[src/rtl/tpt_pkg.sv]
// Package for the TLB / page table core: widths, state codes, register
// indexes and the TLB command struct. No dependencies.
package tpt_pkg;

  localparam int TLB_ENTRIES = 16;
  localparam int TLB_IDX_W   = 4;
  localparam int PAGE_W      = 8;
  localparam int FRAME_W     = 8;
  localparam int OFFSET_W    = 8;
  localparam int FCNT_W      = 9;
  localparam int STAMP_W     = 32;
  localparam int DEPTH       = 256;
  localparam logic [FCNT_W-1:0] MAX_FRAMES = 9'd256;

  localparam logic [1:0] REG_FRAMES_IN_USE  = 2'd0;
  localparam logic [1:0] REG_REPLACE_POLICY = 2'd1;

  localparam logic POLICY_FIFO = 1'b0;
  localparam logic POLICY_LRU  = 1'b1;

  typedef enum logic [7:0] {
    ST_IDLE   = 8'b0000_0001,
    ST_LOOK   = 8'b0000_0010,
    ST_PTRD   = 8'b0000_0100,
    ST_FIFORD = 8'b0000_1000,
    ST_SCAN   = 8'b0001_0000,
    ST_OWNRD  = 8'b0010_0000,
    ST_EVICT  = 8'b0100_0000,
    ST_COMMIT = 8'b1000_0000
  } state_t;

  typedef struct packed {
    logic               fill;
    logic               invalidate;
    logic [PAGE_W-1:0]  page;
    logic [FRAME_W-1:0] frame;
    logic [PAGE_W-1:0]  victim;
  } tlb_cmd_t;

endpackage

[src/rtl/tpt_tlb.sv]
// Fully associative TLB in flip-flops with round-robin refill.
// Depends on tpt_pkg.
module tpt_tlb (
  input  logic                          clk,
  input  logic                          rst,
  input  logic [tpt_pkg::PAGE_W-1:0]    lookup_page,
  input  tpt_pkg::tlb_cmd_t             cmd,
  output logic                          hit,
  output logic [tpt_pkg::FRAME_W-1:0]   hit_frame
);

  logic [tpt_pkg::PAGE_W-1:0]    tag   [tpt_pkg::TLB_ENTRIES];
  logic [tpt_pkg::FRAME_W-1:0]   frm   [tpt_pkg::TLB_ENTRIES];
  logic [tpt_pkg::TLB_ENTRIES-1:0] vld;
  logic [tpt_pkg::TLB_ENTRIES-1:0] vld_next;
  logic [tpt_pkg::TLB_IDX_W-1:0] ptr;

  // Lowest matching entry wins.
  always_comb begin
    hit       = 1'b0;
    hit_frame = '0;
    for (int i = tpt_pkg::TLB_ENTRIES - 1; i >= 0; i--) begin
      if (vld[i] && tag[i] == lookup_page) begin
        hit       = 1'b1;
        hit_frame = frm[i];
      end
    end
  end

  // Drop the victim's entry first; a refill into the same slot wins.
  always_comb begin
    vld_next = vld;
    for (int i = 0; i < tpt_pkg::TLB_ENTRIES; i++) begin
      if (cmd.invalidate && vld[i] && tag[i] == cmd.victim) vld_next[i] = 1'b0;
    end
    if (cmd.fill) vld_next[ptr] = 1'b1;
  end

  always_ff @(posedge clk) begin
    if (rst) begin
      vld <= '0;
      ptr <= '0;
    end else begin
      vld <= vld_next;
      if (cmd.fill) ptr <= ptr + 1'b1;
    end
  end

  always_ff @(posedge clk) begin
    if (cmd.fill) begin
      tag[ptr] <= cmd.page;
      frm[ptr] <= cmd.frame;
    end
  end

endmodule

[config.mk]
export PLATFORM = sky130hd
export DESIGN_NAME = tpt_tlb
export DESIGN_NICKNAME = d
export VERILOG_FILES = /design/src/rtl/tpt_pkg.sv /design/src/rtl/tpt_tlb.sv
export SDC_FILE = /design/constraint.sdc
export NUM_CORES = 1
export LEC_CHECK = 0
export BUFFER_PORTS_ARGS = -buffer_cell sky130_fd_sc_hd__buf_4
export CORE_MARGIN = 2
export CORE_UTILIZATION = 50
export DETAILED_ROUTE_END_ITERATION = 8
export PLACE_DENSITY = 0.67
export SLEW_MARGIN = 10
export SYNTH_ARGS = -nofsm -noshare
export SYNTH_HDL_FRONTEND = slang
export SYNTH_SLANG_ARGS = --single-unit
[constraint.sdc]
create_clock -name clk -period 2.45 [get_ports clk]
set_input_delay 0.1225 -clock clk [delete_from_list [all_inputs] [get_ports clk]]
set_output_delay 0.1225 -clock clk [all_outputs]
set_load 0.05 [all_outputs]
==> flow_metrics.tcl <==
set metrics [dict create \
    core_area_um2 26100 \
    syn_area_um2 13300 \
    yosysSeqAreaShare 0.610 \
    synth_area_per_cell_um2 13.3 \
    worstMarginPinSlew_ns 0.660 \
    grt_pass1_wl_mm 54.0 \
    fillerInstances 1971 \
    synth.yosys.warnings 0 \
    drc 0 \
    diodes 0 \
    path_clk_slew_ns 0.06 \
    totalWireLength_mm 35.7 \
    syn_nets 1040 \
    run_status "complete, but fails checks" \
    final_cell_mix "256 x edfxtp_1, 177 x buf_4, 128 x xor2_1" \
    pre_cts_slack_ns -0.155 \
    num_io_pins 45 \
    port-buffer-count 44 \
    crit_chain "xor2_1, nor4_4, nand4_1, buf_4, a31oi_4, a221o_1, a31oi_4, a311oi_2, buf_6" \
    critPathMaxFanout 3 \
    p_leak_nw 5.87 \
    insertion_delay_ns 0.54 \
    cts.sinks 276 \
    syn_to_final_growth_pct 24.5 \
    failed_checks "negative setup slack" \
    drtPass1Iterations 4 \
    dieWidth_um 167 \
    synthTopCellsByArea "edfxtp_1 58%, xor2_1 8.5%, xnor2_1 8.1%" \
    final_nets 1250 \
    drt_iter0_markers 675 \
    rsz0062_at_grt "yes" \
    synth_top_area_cell "edfxtp_1" \
    hold_violations 0 \
    yosysTopAreaCellShare 0.580 \
    worstSetupEndpointType "output port" \
    htree_num_levels 1 \
    synth-seq-cells 276 \
    skew_ns 0.00991 \
    crit_required_ns 2.33 \
    worstSetupStartpointType "flip-flop" \
    critical_path.max_stage_delay_ns 0.41 \
    grt_max_degree 21 \
    syn-instance-count 1000 \
    via_per_inst 5.73 \
    synth_cell_types 61 \
    antenna_found_initial 0 \
    async_flop_share 0 \
    cts-root-buf "clkbuf_16" \
    holdWs_ns 0.0773 \
    wl_per_cell_um 22.8 \
    grt-ovfl-total 0 \
    gp_congestion 0.856 \
    post-route-period-util 1.26 \
    synth_flop_cell "edfxtp_1" \
    final_common_cell "edfxtp_1" \
    layout_min_cycle_time_ns 3.09 \
    die_area_um2 27800 \
    path_common_cell "a31oi_4" \
    synth_edf_count 256 \
    grt_pass1_vias 9267 \
    hold_class "in2reg" \
    relSlewSlack 0.557 \
    path_class "reg2out" \
    grt_use_total 0.255 \
    fin_tns_setup_ns -4.33 \
    clk_path_buf_depth 3 \
    max_cap_viol_count 0 \
    finalSetupViolCount 9 \
    dp_hpwl_mm 23.2 \
    num_rows 59 \
    power_per_cell_area_nw_per_um2 616 \
    routed-via-count 8973 \
    cts_inserted_buffers 29 \
    ant_nets 0 \
    worstPathArrival_ns 2.96 \
    die_h_um 167 \
    tritoncts "yes" \
    ir_drop_uv 559 \
    fin_ws_ns -0.637 \
    drive_above_1_share 0.266 \
    start_util 0.509 \
    drv_slew 0 \
    clock.fmax_mhz 324 \
    cp_slowest_cell "edfxtp_1" \
]
final cells by class:
class                           instances  area [µm²]  share of cell area
Sequential cell                       276        8090               0.490
Clock inverter                         10        75.1             0.00455
Multi-Input combinational cell        664        5100               0.309
Clock buffer                           42         815              0.0494
Tap cell                              335         419              0.0254
Inverter                               14        52.6             0.00319
Timing Repair Buffer                  225        1940               0.118
per-layer routing:
metal | track usage | wire length (µm) | vias up
li1 | - | - | 4095
met3 | 0.0295 | 2040 | 64
met2 | 0.437 | 17300 | 309
met4 | 0.0768 | 861 | 0
met5 | 0 | 0 | -
met1 | 0.345 | 15400 | 4505
final timing paths:
| path | from | endpoint | slack, ns | cells past startpoint |
|---|---|---|---|---|
| worst max register to register | ptr[2] | frm[4][0] | 0.72 | 4 |
| worst max-delay path | tag[13][5] | hit_frame[0] | -0.64 | 9 |
| worst min-delay path | cmd[24] | vld[2] | 0.08 | 4 |
| worst min register to register | vld[3] | vld[3] | 0.49 | 2 |
power by group:
group          switching, mW  internal (mW)  total (mW)
sequential            0.0334           5.21        5.24
clock                   1.75           2.40        4.15
combinational          0.455          0.312       0.767
total                   2.24           7.92        10.2
cells in the mapped netlist, drive strengths merged (4+ instances only):
master and instances:
xor2 128, nand4 42, a21o 6, and2 18, or3 7, a221o 4
edfxtp 256, a21oi 38, nand3b 15, ha 4, clkbuf 20, nand2 41
a22oi 5, o211ai 11, dfxtp 20, and3 4, o21ai 18, xnor2 131
a31oi 9, nor3b 5, buf 26, inv 14, nor2 36, nand3 46
nor4 25, nor3 40
registers in the layout, summed over array words and instances (netlist names):
register and count:
vld 16, ptr 4, tag 128, frm 128
repair_timing:
action | in CTS | in global routing
pin swaps | 22 | 37
setup endpoints to repair | 9 | 9
gates cloned | 1 | 0
hold endpoints to repair | 275 | 0
resized for setup | 47 | 31
hold buffers | 19 | 0
buffers inserted | 5 | 18
cell families after synthesis:
logic type | share of synthesized area
AND/OR/NAND/NOR | 0.124
adder cells (fa/ha/maj) | 0.00378
AO/OA/AOI/OAI | 0.0546
buffers and inverters | 0.0296
flip-flops | 0.610
multiplexers | 0.00160
XOR/XNOR | 0.176
metrics by stage:
step                      power, mW  instances  utilization  area (µm²)
after floorplan                5.74       1000            -       13300
after global placement         6.05       1471        0.570       14900
after detailed placement       6.06       1471        0.570       14900
after CTS                      10.2       1548        0.622       16200
after global routing           10.5       1566        0.633       16500
final                          10.2       1566        0.633       16500
critical path: cells and delay by family (launching register included):
kind	cells	cell delay (ns)
AO/OA/AOI/OAI	4	0.78
XOR/XNOR	1	0.19
buffers and inverters	2	0.42
flip-flops	1	0.41
AND/OR/NAND/NOR	2	0.63
No activity file was read; power rests on OpenSTA's default activity.
